==> src/rtl/rar_pkg.sv <==
// shared types and constants for the rational arithmetic reducer
package rar_pkg;

  localparam int OperandWidthDefault = 16;
  localparam int OpWidth = 2;

  typedef enum logic [1:0] {
    OP_ADD = 2'd0,
    OP_SUB = 2'd1,
    OP_MUL = 2'd2,
    OP_DIV = 2'd3
  } op_t;

  typedef enum logic [2:0] {
    BK_IDLE,
    BK_GCD,
    BK_DIVN,
    BK_DIVD,
    BK_OUT
  } bk_state_t;

endpackage

==> src/rtl/rar_if.sv <==
// valid/ready channel interface
interface rar_if #(
  parameter int W = 16
);
  logic         valid;
  logic         ready;
  logic [W-1:0] data;

  modport source (output valid, output data, input ready);
  modport sink   (input valid, input data, output ready);
endinterface

==> src/rtl/rar_front.sv <==
// front end: forms the cross products, sign and error flag of one request
module rar_front #(
  parameter int OW = rar_pkg::OperandWidthDefault
) (
  input  logic            clk,
  input  logic            rst_n,
  input  logic            in_valid,
  output logic            in_ready,
  input  logic [1:0]      in_operation,
  input  logic [OW-1:0]   in_a_num,
  input  logic [OW-1:0]   in_a_den,
  input  logic [OW-1:0]   in_b_num,
  input  logic [OW-1:0]   in_b_den,
  output logic            q_valid,
  input  logic            q_ready,
  output logic [2*OW-1:0] q_mag,
  output logic [2*OW-1:0] q_den,
  output logic            q_neg,
  output logic            q_err
);
  import rar_pkg::*;

  localparam int PW = 2 * OW;

  // stage 1: products registered
  logic          s1_valid_r, s1_valid_nxt;
  logic [1:0]    s1_op_r;
  logic          s1_an_r, s1_bn_r, s1_bz_r;
  logic [PW-1:0] s1_p_r, s1_q_r, s1_d_r;
  logic [PW-1:0] s1_p_nxt, s1_q_nxt, s1_d_nxt;

  logic          an, bn;
  logic [OW-1:0] am, bm;
  logic          s1_adv;

  // stage 2: queue entry
  logic          q_valid_r;
  logic [PW-1:0] q_mag_r, q_mag_nxt, q_den_r;
  logic          q_neg_r, q_neg_nxt, q_err_r;

  assign an = in_a_num[OW-1];
  assign bn = in_b_num[OW-1];
  assign am = an ? (~in_a_num + 1'b1) : in_a_num;
  assign bm = bn ? (~in_b_num + 1'b1) : in_b_num;

  assign s1_adv   = !q_valid_r || q_ready;
  assign in_ready = !s1_valid_r || s1_adv;

  always_comb begin
    s1_valid_nxt = s1_valid_r;
    s1_p_nxt = '0;
    s1_q_nxt = '0;
    s1_d_nxt = '0;
    unique case (op_t'(in_operation))
      OP_ADD, OP_SUB: begin
        s1_p_nxt = PW'(am) * PW'(in_b_den);
        s1_q_nxt = PW'(in_a_den) * PW'(bm);
        s1_d_nxt = PW'(in_a_den) * PW'(in_b_den);
      end
      OP_MUL: begin
        s1_p_nxt = PW'(am) * PW'(bm);
        s1_d_nxt = PW'(in_a_den) * PW'(in_b_den);
      end
      default: begin
        s1_p_nxt = PW'(am) * PW'(in_b_den);
        s1_d_nxt = PW'(in_a_den) * PW'(bm);
      end
    endcase
    if (in_valid && in_ready) s1_valid_nxt = 1'b1;
    else if (s1_adv) s1_valid_nxt = 1'b0;
  end

  always_ff @(posedge clk) begin
    if (!rst_n) s1_valid_r <= 1'b0;
    else s1_valid_r <= s1_valid_nxt;
    if (in_valid && in_ready) begin
      s1_op_r <= in_operation;
      s1_an_r <= an;
      s1_bn_r <= bn;
      s1_bz_r <= (bm == '0);
      s1_p_r  <= s1_p_nxt;
      s1_q_r  <= s1_q_nxt;
      s1_d_r  <= s1_d_nxt;
    end
  end

  // signed combine of the two cross products for add/sub; mul and div pass the first product with the xor of the signs
  always_comb begin
    logic qs;
    qs = (op_t'(s1_op_r) == OP_SUB) ? !s1_bn_r : s1_bn_r;
    q_mag_nxt = s1_p_r;
    q_neg_nxt = s1_an_r ^ s1_bn_r;
    unique case (op_t'(s1_op_r))
      OP_ADD, OP_SUB: begin
        if (s1_an_r == qs) begin
          q_mag_nxt = s1_p_r + s1_q_r;
          q_neg_nxt = s1_an_r;
        end else if (s1_p_r >= s1_q_r) begin
          q_mag_nxt = s1_p_r - s1_q_r;
          q_neg_nxt = s1_an_r;
        end else begin
          q_mag_nxt = s1_q_r - s1_p_r;
          q_neg_nxt = qs;
        end
      end
      default: ;
    endcase
  end

  always_ff @(posedge clk) begin
    if (!rst_n) q_valid_r <= 1'b0;
    else if (s1_adv) q_valid_r <= s1_valid_r;
    if (s1_adv && s1_valid_r) begin
      q_mag_r <= q_mag_nxt;
      q_den_r <= s1_d_r;
      q_neg_r <= q_neg_nxt;
      q_err_r <= (op_t'(s1_op_r) == OP_DIV) && s1_bz_r;
    end
  end

  assign q_valid = q_valid_r;
  assign q_mag   = q_mag_r;
  assign q_den   = q_den_r;
  assign q_neg   = q_neg_r;
  assign q_err   = q_err_r;

  // a zero divisor leaves a zero cross denominator
  a_err_div: assert property (@(posedge clk) disable iff (!rst_n)
    q_valid_r && q_err_r |-> q_den_r == '0)
    else $error("err flag");
  a_hold: assert property (@(posedge clk) disable iff (!rst_n)
    q_valid_r && !q_ready |=> q_valid_r && $stable(q_mag_r))
    else $error("queue entry lost");
  a_s1: assert property (@(posedge clk) disable iff (!rst_n)
    s1_valid_r && !s1_adv |=> s1_valid_r)
    else $error("stage one lost");
endmodule

==> src/rtl/rar_back.sv <==
// back end: euclid gcd by subtract-shift remainder, then two restoring divides
module rar_back #(
  parameter int OW = rar_pkg::OperandWidthDefault
) (
  input  logic            clk,
  input  logic            rst_n,
  input  logic            q_valid,
  output logic            q_ready,
  input  logic [2*OW-1:0] q_mag,
  input  logic [2*OW-1:0] q_den,
  input  logic            q_neg,
  input  logic            q_err,
  output logic            out_valid,
  input  logic            out_ready,
  output logic [2*OW:0]   out_res_num,
  output logic [2*OW-1:0] out_res_den,
  output logic            out_div_zero
);
  import rar_pkg::*;

  localparam int PW = 2 * OW;
  localparam int CW = $clog2(PW + 1);

  bk_state_t     st_r, st_nxt;
  logic [PW-1:0] mag_r, mag_nxt, den_r, den_nxt;
  logic          neg_r, neg_nxt, err_r, err_nxt;
  logic [PW-1:0] x_r, x_nxt, y_r, y_nxt;    // euclid pair
  logic [PW-1:0] rem_r, rem_nxt;            // remainder / quotient work
  logic [PW-1:0] quo_r, quo_nxt;
  logic [CW-1:0] cnt_r, cnt_nxt;
  logic [PW-1:0] nres_r, nres_nxt;
  logic          out_valid_r, out_valid_nxt;
  logic [PW:0]   trial;
  logic [PW-1:0] dsr;

  // one restoring-division bit per cycle; dividend in quo_r, partial rem in rem_r
  assign trial = {rem_r, quo_r[PW-1]} - {1'b0, dsr};
  assign dsr   = (st_r == BK_GCD) ? y_r : x_r;

  always_comb begin
    st_nxt = st_r;
    mag_nxt = mag_r; den_nxt = den_r; neg_nxt = neg_r; err_nxt = err_r;
    x_nxt = x_r; y_nxt = y_r; rem_nxt = rem_r; quo_nxt = quo_r;
    cnt_nxt = cnt_r; nres_nxt = nres_r;
    out_valid_nxt = out_valid_r;
    q_ready = 1'b0;
    if (out_valid_r && out_ready) out_valid_nxt = 1'b0;
    unique case (st_r)
      BK_IDLE: begin
        q_ready = 1'b1;
        if (q_valid) begin
          mag_nxt = q_mag; den_nxt = q_den; neg_nxt = q_neg; err_nxt = q_err;
          x_nxt = q_mag; y_nxt = q_den;
          rem_nxt = '0; quo_nxt = q_mag; cnt_nxt = CW'(PW);
          if (q_err) begin
            mag_nxt = '0; den_nxt = '0; st_nxt = BK_OUT;
          end else if (q_den == '0) begin
            x_nxt = q_mag; st_nxt = BK_DIVN;
            rem_nxt = '0; quo_nxt = q_mag;
          end else begin
            st_nxt = BK_GCD;
          end
        end
      end
      BK_GCD: begin
        // compute x mod y, one bit a cycle
        if (!trial[PW]) rem_nxt = trial[PW-1:0];
        else rem_nxt = {rem_r[PW-2:0], quo_r[PW-1]};
        quo_nxt = {quo_r[PW-2:0], 1'b0};
        cnt_nxt = cnt_r - 1'b1;
        if (cnt_r == CW'(1)) begin
          x_nxt = y_r;
          y_nxt = rem_nxt;
          rem_nxt = '0; quo_nxt = y_r; cnt_nxt = CW'(PW);
          if (y_nxt == '0) begin
            // x_nxt = gcd
            st_nxt = BK_DIVN;
            quo_nxt = mag_r;
          end
        end
      end
      BK_DIVN, BK_DIVD: begin
        if (x_r == '0) begin
          st_nxt = BK_OUT;   // zero numerator over zero denominator
        end else begin
          if (!trial[PW]) rem_nxt = trial[PW-1:0];
          else rem_nxt = {rem_r[PW-2:0], quo_r[PW-1]};
          quo_nxt = {quo_r[PW-2:0], !trial[PW]};
          cnt_nxt = cnt_r - 1'b1;
          if (cnt_r == CW'(1)) begin
            rem_nxt = '0; cnt_nxt = CW'(PW);
            if (st_r == BK_DIVN) begin
              nres_nxt = quo_nxt; quo_nxt = den_r; st_nxt = BK_DIVD;
            end else begin
              mag_nxt = nres_r; den_nxt = quo_nxt; st_nxt = BK_OUT;
            end
          end
        end
      end
      default: begin
        if (!out_valid_r || out_ready) begin
          out_valid_nxt = 1'b1;
          st_nxt = BK_IDLE;
        end
      end
    endcase
  end

  always_ff @(posedge clk) begin
    if (!rst_n) begin
      st_r <= BK_IDLE;
      out_valid_r <= 1'b0;
    end else begin
      st_r <= st_nxt;
      out_valid_r <= out_valid_nxt;
    end
    mag_r <= mag_nxt; den_r <= den_nxt; neg_r <= neg_nxt; err_r <= err_nxt;
    x_r <= x_nxt; y_r <= y_nxt; rem_r <= rem_nxt; quo_r <= quo_nxt;
    cnt_r <= cnt_nxt; nres_r <= nres_nxt;
  end

  logic [PW:0] res_num_r;
  logic [PW-1:0] res_den_r;
  logic          res_err_r;
  logic [PW:0]   ext;
  assign ext = {1'b0, mag_r};
  always_ff @(posedge clk) begin
    if (st_r == BK_OUT && (!out_valid_r || out_ready)) begin
      res_num_r <= (neg_r && mag_r != '0) ? (~ext + 1'b1) : ext;
      res_den_r <= den_r;
      res_err_r <= err_r;
    end
  end

  assign out_valid    = out_valid_r;
  assign out_res_num  = res_num_r;
  assign out_res_den  = res_den_r;
  assign out_div_zero = res_err_r;

  a_idle_ready: assert property (@(posedge clk) disable iff (!rst_n)
    q_ready |-> st_r == BK_IDLE)
    else $error("ready outside idle");
  a_cnt: assert property (@(posedge clk) disable iff (!rst_n)
    (st_r == BK_GCD) |-> cnt_r != '0 && y_r != '0)
    else $error("gcd divisor zero");
  a_out: assert property (@(posedge clk) disable iff (!rst_n)
    out_valid_r && !out_ready |=> out_valid_r && $stable(res_num_r))
    else $error("result dropped");
endmodule

==> src/rtl/rational_arith_reduce_core.sv <==
// top level: rational add/sub/mul/div with gcd reduction
//  channel | direction | payload
//  in      | sink      | operation, a_num, a_den, b_num, b_den
//  out     | source    | res_num, res_den, div_zero
// front end takes a request each cycle, unless the back end holds its queue, into a two-stage product pipe and queue
// back end: gcd by euclid steps of subtract-shift remainder, then two divisions by the gcd
// the back end takes a new request only once it is done with the last; its divider gives one bit a cycle
// synchronous active-low reset clears all valid flags and the back-end state
module rational_arith_reduce_core #(
  parameter int OPERAND_WIDTH = rar_pkg::OperandWidthDefault
) (
  input  logic clk,
  input  logic rst_n,
  rar_if.sink   in_ch,
  rar_if.source out_ch
);
  import rar_pkg::*;

  localparam int OW = OPERAND_WIDTH;
  localparam int PW = 2 * OW;

  logic          q_valid, q_ready, q_neg, q_err;
  logic [PW-1:0] q_mag, q_den;

  rar_front #(.OW(OW)) u_front (
    .clk, .rst_n,
    .in_valid(in_ch.valid), .in_ready(in_ch.ready),
    .in_operation(in_ch.data[4*OW+1:4*OW]),
    .in_a_num(in_ch.data[4*OW-1:3*OW]),
    .in_a_den(in_ch.data[3*OW-1:2*OW]),
    .in_b_num(in_ch.data[2*OW-1:OW]),
    .in_b_den(in_ch.data[OW-1:0]),
    .q_valid, .q_ready, .q_mag, .q_den, .q_neg, .q_err
  );

  rar_back #(.OW(OW)) u_back (
    .clk, .rst_n,
    .q_valid, .q_ready, .q_mag, .q_den, .q_neg, .q_err,
    .out_valid(out_ch.valid), .out_ready(out_ch.ready),
    .out_res_num(out_ch.data[4*OW+1:2*OW+1]),
    .out_res_den(out_ch.data[2*OW:1]),
    .out_div_zero(out_ch.data[0])
  );
endmodule

==> src/flat_wrapper.sv <==
// flat-port wrapper written by rule: the top's interface ports become plain ports
module rational_arith_reduce_core_flat import rar_pkg::*;
#(
  parameter int OPERAND_WIDTH = rar_pkg::OperandWidthDefault
)
  (clk, rst_n, in_ch_valid, in_ch_data, in_ch_ready, out_ch_valid, out_ch_data, out_ch_ready);
  rar_if #(.W((OpWidth + 4 * (16)))) in_ch_i ();
  rar_if #(.W(((2 * (16) + 1) + 2 * (16) + 1))) out_ch_i ();
  input  logic clk;
  input  logic rst_n;
  input wire logic [$bits(in_ch_i.valid)-1:0] in_ch_valid;
  input wire logic [$bits(in_ch_i.data)-1:0] in_ch_data;
  output wire logic [$bits(in_ch_i.ready)-1:0] in_ch_ready;
  output wire logic [$bits(out_ch_i.valid)-1:0] out_ch_valid;
  output wire logic [$bits(out_ch_i.data)-1:0] out_ch_data;
  input wire logic [$bits(out_ch_i.ready)-1:0] out_ch_ready;
  assign in_ch_i.valid = in_ch_valid;
  assign in_ch_i.data = in_ch_data;
  assign in_ch_ready = in_ch_i.ready;
  assign out_ch_valid = out_ch_i.valid;
  assign out_ch_data = out_ch_i.data;
  assign out_ch_i.ready = out_ch_ready;
  rational_arith_reduce_core #(.OPERAND_WIDTH(OPERAND_WIDTH)) u_core (.clk(clk), .rst_n(rst_n), .in_ch(in_ch_i), .out_ch(out_ch_i));
endmodule
==> config.mk <==
export PLATFORM = sky130hd
export DESIGN_NAME = rational_arith_reduce_core_flat
export DESIGN_NICKNAME = d
export VERILOG_FILES = /design/src/rtl/rar_pkg.sv /design/src/rtl/rar_if.sv /design/src/rtl/rar_front.sv /design/src/rtl/rar_back.sv /design/src/rtl/rational_arith_reduce_core.sv /design/src/flat_wrapper.sv
export SDC_FILE = /design/constraint.sdc
export NUM_CORES = 2
export LEC_CHECK = 0
export BUFFER_PORTS_ARGS = -buffer_cell sky130_fd_sc_hd__buf_2
export CAP_MARGIN = 5
export CORE_ASPECT_RATIO = 0.5
export CORE_UTILIZATION = 50
export DETAILED_ROUTE_END_ITERATION = 7
export PLACE_DENSITY = 0.66
export SLEW_MARGIN = 20
export SYNTH_ARGS = -nofsm -noshare
export SYNTH_HDL_FRONTEND = slang
export SYNTH_SLANG_ARGS = --single-unit
export TNS_END_PERCENT = 5
==> constraint.sdc <==
create_clock -name clk -period 9.6 [get_ports clk]
set_input_delay 0.48 -clock clk [delete_from_list [all_inputs] [get_ports clk]]
set_output_delay 0.48 -clock clk [all_outputs]
set_load 0.03 [all_outputs]
## After elaboration in Yosys (flattened, before gate mapping)

Index checks and enable logic that the tools add are counted.

| cells by class | value |
|---|---|
| equal/unequal tests | 17 |
| bitwise gates (word level) | 5 |
| add/sub/neg operators | 8 |
| reduce and logical (&&, ||, !) cells | 39 |
| mux-type cells | 63 |
| order comparisons | 1 |
| $mul | 4 |

Operators by type and width:

| kind | number |
|---|---|
| 2-to-1 mux 32 bit | 31 |
| case mux 32 bit (2 select lines) | 4 |
| case mux 32 bit (3 select lines) | 2 |
| multiplier 16 x 16 -> 32 bit | 4 |
| logical NOT 32 bit | 3 |
| subtractor 32 bit | 2 |
| adder 33 x 1 -> 33 bit (second input constant) | 1 |
| inverter 32 -> 33 bit | 1 |
| subtractor 33 x 32 -> 33 bit | 1 |
| adder 16 x 1 -> 16 bit (second input constant) | 2 |
| adder 32 bit | 1 |
| greater-or-equal comparator 32 bit | 1 |
| 2-to-1 mux 16 bit | 2 |
| inverter 16 bit | 2 |
| nonzero test 32 bit | 1 |
| 2-to-1 mux 3 bit | 8 |
| 2-to-1 mux 6 bit | 3 |
| case mux 6 bit (3 select lines) | 1 |
| logical NOT 16 bit | 1 |
| 2-to-1 mux 1 bit | 10 |
| AND reduction 5 bit | 2 |
| case mux 3 bit (3 select lines) | 1 |
| AND reduction 4 bit | 2 |
| == test 3 x 2 -> 1 bit (second input constant) | 2 |
| other kinds (26) | 49 |

| word-level totals | value |
|---|---|
| flip-flop bits (word level) | 471 |
| word-level logic and storage cells | 166 |

## Depth between registers and ports, before layout

| logic depth | value |
|---|---|
| depth after elaboration | 9 |
| gate-level depth with buffers | 32 |
| mapped depth without buffers | 31 |

## Hierarchy

From an unflattened synthesis, not the netlist that was laid out.

| second synthesis, totals | value |
|---|---|
| cells, all modules | 6874 |
| area total of the unflattened synthesis | 62483.7 um^2 |

Modules (own cells, without submodules):

| module | instances | area each (um^2) | cells an instance | seq. area each (um^2) |
|---|---|---|---|---|
| rar_front | 1 | 45665.0 | 5219 | 5054.8 |
| rar_back | 1 | 16818.6 | 1655 | 9028.7 |

## Worst setup path before layout

No wires, ideal clock.

| timing path | value |
|---|---|
| path kind | input to register |
| start | input in_ch_data[51] |
| end | register u_core.u_front.s1_p_r[31] (data pin) |
| slack | 1.770 ns |
| buffers on the path | 2 |
| cell stages on the path | 29 |
| arrival | 7.556 ns |
| cell sequence | clkbuf_1 nor4_1 nand3_1 o21ai_0 xnor2_1 clkbuf_1 nand2_1 fa_1 inv_1 fa_1 fa_1 fa_1 fa_1 inv_1 fa_1 inv_1 ha_1 a21oi_1 nor2b_1 o21ai_0 nand2b_1 a21oi_1 o21ai_0 o31a_1 nor4_1 nor4_1 a2111oi_0 xnor2_1 o221ai_1 |

| on the way | value |
|---|---|
| longest elaborated chain between the ends | 5 |
| elaborated cells between the ends (all ways) | 6 |

RTL lines:

| item | line | text |
|---|---|---|
| from (decl) | flat_wrapper.sv:12 | `input wire logic [$bits(in_ch_i.data)-1:0] in_ch_data;` |
| inverter 16 bit | rar_front.sv:43 | `assign am = an ? (~in_a_num + 1'b1) : in_a_num;` |
| adder 16 x 1 -> 16 bit | rar_front.sv:43 |  |
| 2-to-1 mux 16 bit * | rar_front.sv:43 |  |
| multiplier 16 x 16 -> 32 bit, on equally long branches | rar_front.sv:56, rar_front.sv:65, rar_front.sv:61 |  |
| 2-to-1 mux 32 bit * | -- |  |
| named net u_core.u_front.s1_p_nxt[31] | rar_front.sv:30 | `logic [PW-1:0] s1_p_nxt, s1_q_nxt, s1_d_nxt;` |
| to (signal assigned) | rar_front.sv:81 | `s1_p_r <= s1_p_nxt;` |
| to (decl) | rar_front.sv:29 | `logic [PW-1:0] s1_p_r, s1_q_r, s1_d_r;` |

Mark *: on every way through the listed nets, which the timed path passes. The rest lies on a longest branch.
A chain may end at the register's enable or synchronous reset.

## Final worst setup path

| timing path | value |
|---|---|
| start | input in_ch_data[16] |
| end | register u_core.u_front.s1_d_r[31] (data pin) |

| on the way | value |
|---|---|
| longest elaborated chain between the ends | 5 |

RTL lines:

| item | line | text |
|---|---|---|
| inverter 16 bit | rar_front.sv:44 | `assign bm = bn ? (~in_b_num + 1'b1) : in_b_num;` |
| adder 16 x 1 -> 16 bit | rar_front.sv:44 |  |
| 2-to-1 mux 16 bit * | rar_front.sv:44 |  |
| multiplier 16 x 16 -> 32 bit * | rar_front.sv:66 | `s1_d_nxt = PW'(in_a_den) * PW'(bm);` |
| 2-to-1 mux 32 bit * | -- |  |
| named net u_core.u_front.s1_d_nxt[31] | rar_front.sv:30 |  |
| to (signal assigned) | rar_front.sv:83 | `s1_d_r <= s1_d_nxt;` |
| to (decl) | rar_front.sv:29 |  |

Marks and branches as above.

==> flow_summary.toml <==
[routing]
drt_pre_antenna_iters = 8
avgRoutedWirePerCell_um = 22.8
dr_total_vias = 47644
wl_um = 188000
via_per_inst = 5.80
ant_nets = 0
drt_iter0_drc = 4100
drc_errors = 20

[worst_setup_path]
r2r-start = "u_core.u_back.st_r[2]$_SDFFE_PN0P_"
crit_type = "input port to register"
arrival_ns = 8.77
cp_max_fo = 17
worstPathRequired_ns = 9.90
path_delay_family = "adder cells"
slowest_stage = "o41ai_1"
worstReg2RegEnd = "u_core.u_back.quo_r[31]$_DFFE_PP_"
crit_buf_inv = 8
reg2regPathDepth = 16
cp-start-kind = "input port"
r2r_setup_slack_ns = 2.76
critPathCaptureType = "register"
crit_path_max_incr_delay_ns = 0.73

[global_routing]
grt_pass1_wl_um = 290000
antenna_found_initial = 6
grt_pass1_vias = 49566
grt_start_max_net_pins = 84
grt_usage = 0.306
grt_overflow = 0

[synth]
syn-num-nets = 7985
synth_area_leaders = "fa_1 26%, edfxtp_1 23%, ha_1 11%"
synth_common_cells = "1000 x inv_1, 998 x nand2_1, 780 x fa_1"
synth.most_common_cell = "inv_1"
ys_types = 85
yosys.area.top_type = "fa_1"
synthArstFlopShare = 0
synth_edf_count = 465
synthCells = 6588
syn_avg_cell_area_um2 = 9.26
ys_seq_elements = 471
ys_warn_count = 0
ys.flop_type = "edfxtp_1"
netlist.area_leader.share = 0.256
ys_seq_area_frac = 0.231
synthesis.area_um2 = 61000

[clock_network]
cts.path.max_buffers = 3
cts.sinks = 471
cts_buffers = 51
post-cts-setup-buffer-count = 0
cts_repair_resize_count = 0
cts.hold.buffers_added = 0
clkTransAtPathRegs_ns = 0.06
htreeDepth = 2
cts_tree = "done"
cts-root-buf = "clkbuf_16"
clock_latency_ns = 0.63

[floorplan]
die_x_um = 496
start_util = 0.505
die_h_um = 249
ios = 138
design.die.area_um2 = 123000
rows = 90
coreArea_um2 = 121000

[timing]
finClkSkew_ns = 0.0393
drv_slew = 0
fin_tns_setup_ns = 0
period_share = 0.882
worst_slew_pin_slew_ns = 1.08
final.min_clock_period_ns = 8.47
timing.fmax_mhz = 118
rsz0062_at_grt = "no"
setup_viol = 0
slew_headroom = 0.277
hold_viol = 0

[placement]
dp_hpwl_um = 146000
numPortBuffers = 137
place.gp.congestion = 0.965

[run_status]
failed_checks = "design-rule violations"
outcome = "finished with violations"

[hold_path]
hp-start = "rst_n"
hold_path_end = "u_core.u_back.st_r[0]$_SDFFE_PN0P_"
holdPathStages = 3
hold_path_class = "input port to register"

[finish]
fin_nets = 7955
area_growth_syn_to_layout_pct = 7.33
n_fill_cell = 10761
drive_above_1_share = 0.0621
largest_register_ffs = 33

[run]
drv_cap = 0
==> per-stage QoR <==
stage / area [um2] / instances / worst slack [ns] / utilization / hold slack, ns
after floorplan: 61000 / 6588 / 1.77 / - / 0.400
after global placement: 63600 / 8115 / 0.791 / 0.527 / 0.401
after detailed placement: 63600 / 8115 / 0.753 / 0.527 / 0.405
after CTS: 65400 / 8211 / 1.38 / 0.542 / 0.133
after global routing: 65500 / 8213 / 0.627 / 0.542 / 0.162
final: 65500 / 8215 / 1.13 / 0.542 / 0.169
==> worst min-delay path, stage by stage <==
cell and delay, ns:
buf_2 0.15, o21ai_0 0.08, a31oi_1 0.04
==> layout make-up <==
type	count	area, um2	share of cell area
multi-input combinational	4792	42300	0.646
clock buffer	56	1320	0.0201
clock inverter	40	502	0.00767
sequential	471	14100	0.215
antenna	4	10.0	0.000153
timing repair buffer	239	1450	0.0222
tap	1610	2010	0.0308
inverter	1003	3760	0.0575
==> metal layers <==
layer	share of wire	vias to the layer above	GRT usage
li1	-	21392	-
met1	0.42	23850	0.418
met2	0.45	2049	0.489
met3	0.092	349	0.0622
met4	0.030	4	0.0943
met5	0.00012	-	0
==> logic make-up (layout without fill, tap and decap cells) <==
kind of cell               Yosys count  after routing  synth area share
AOI/OAI and AO/OA                 1028           1028             0.106
xor gates and xnor gates           238            238            0.0342
adders and majority gates         1327           1327             0.368
buffers and inverters             1325           1338            0.0821
DFF                                471            471             0.231
muxes                              115            115            0.0190
other                                0              4                 0
and+or+nand+nor                   2084           2084             0.160
==> cells in the final DEF (no fill, tap or decap), types with 108 or more instances in the layout <==
| cell | instances |
|---|---|
| inv_1 | 1000 |
| nand2_1 | 997 |
| fa_1 | 780 |
| ha_1 | 547 |
| edfxtp_1 | 465 |
| and2_1 | 345 |
| nor2_1 | 327 |
| a21oi_1 | 295 |
| o21ai_0 | 269 |
| buf_2 | 137 |
| xnor2_1 | 124 |
| mux2i_1 | 108 |
==> worst max path at each step <==
stage,from,end,slack (ns),cells past startpoint
after floorplan,in_ch_data[51],u_core.u_front.s1_p_r[31]$_DFFE_PP_,1.77,29
after global placement,in_ch_data[48],u_core.u_front.s1_p_r[23]$_DFFE_PP_,0.79,30
after detailed placement,in_ch_data[20],u_core.u_front.s1_d_r[31]$_DFFE_PP_,0.75,28
after CTS,in_ch_data[20],u_core.u_front.s1_d_r[31]$_DFFE_PP_,1.38,28
after global routing,in_ch_data[16],u_core.u_front.s1_d_r[30]$_DFFE_PP_,0.63,31
final,in_ch_data[16],u_core.u_front.s1_d_r[31]$_DFFE_PP_,1.13,30
Power is not shown: default switching activity piles up to over one toggle a cycle in this logic, so the estimate is an artifact.
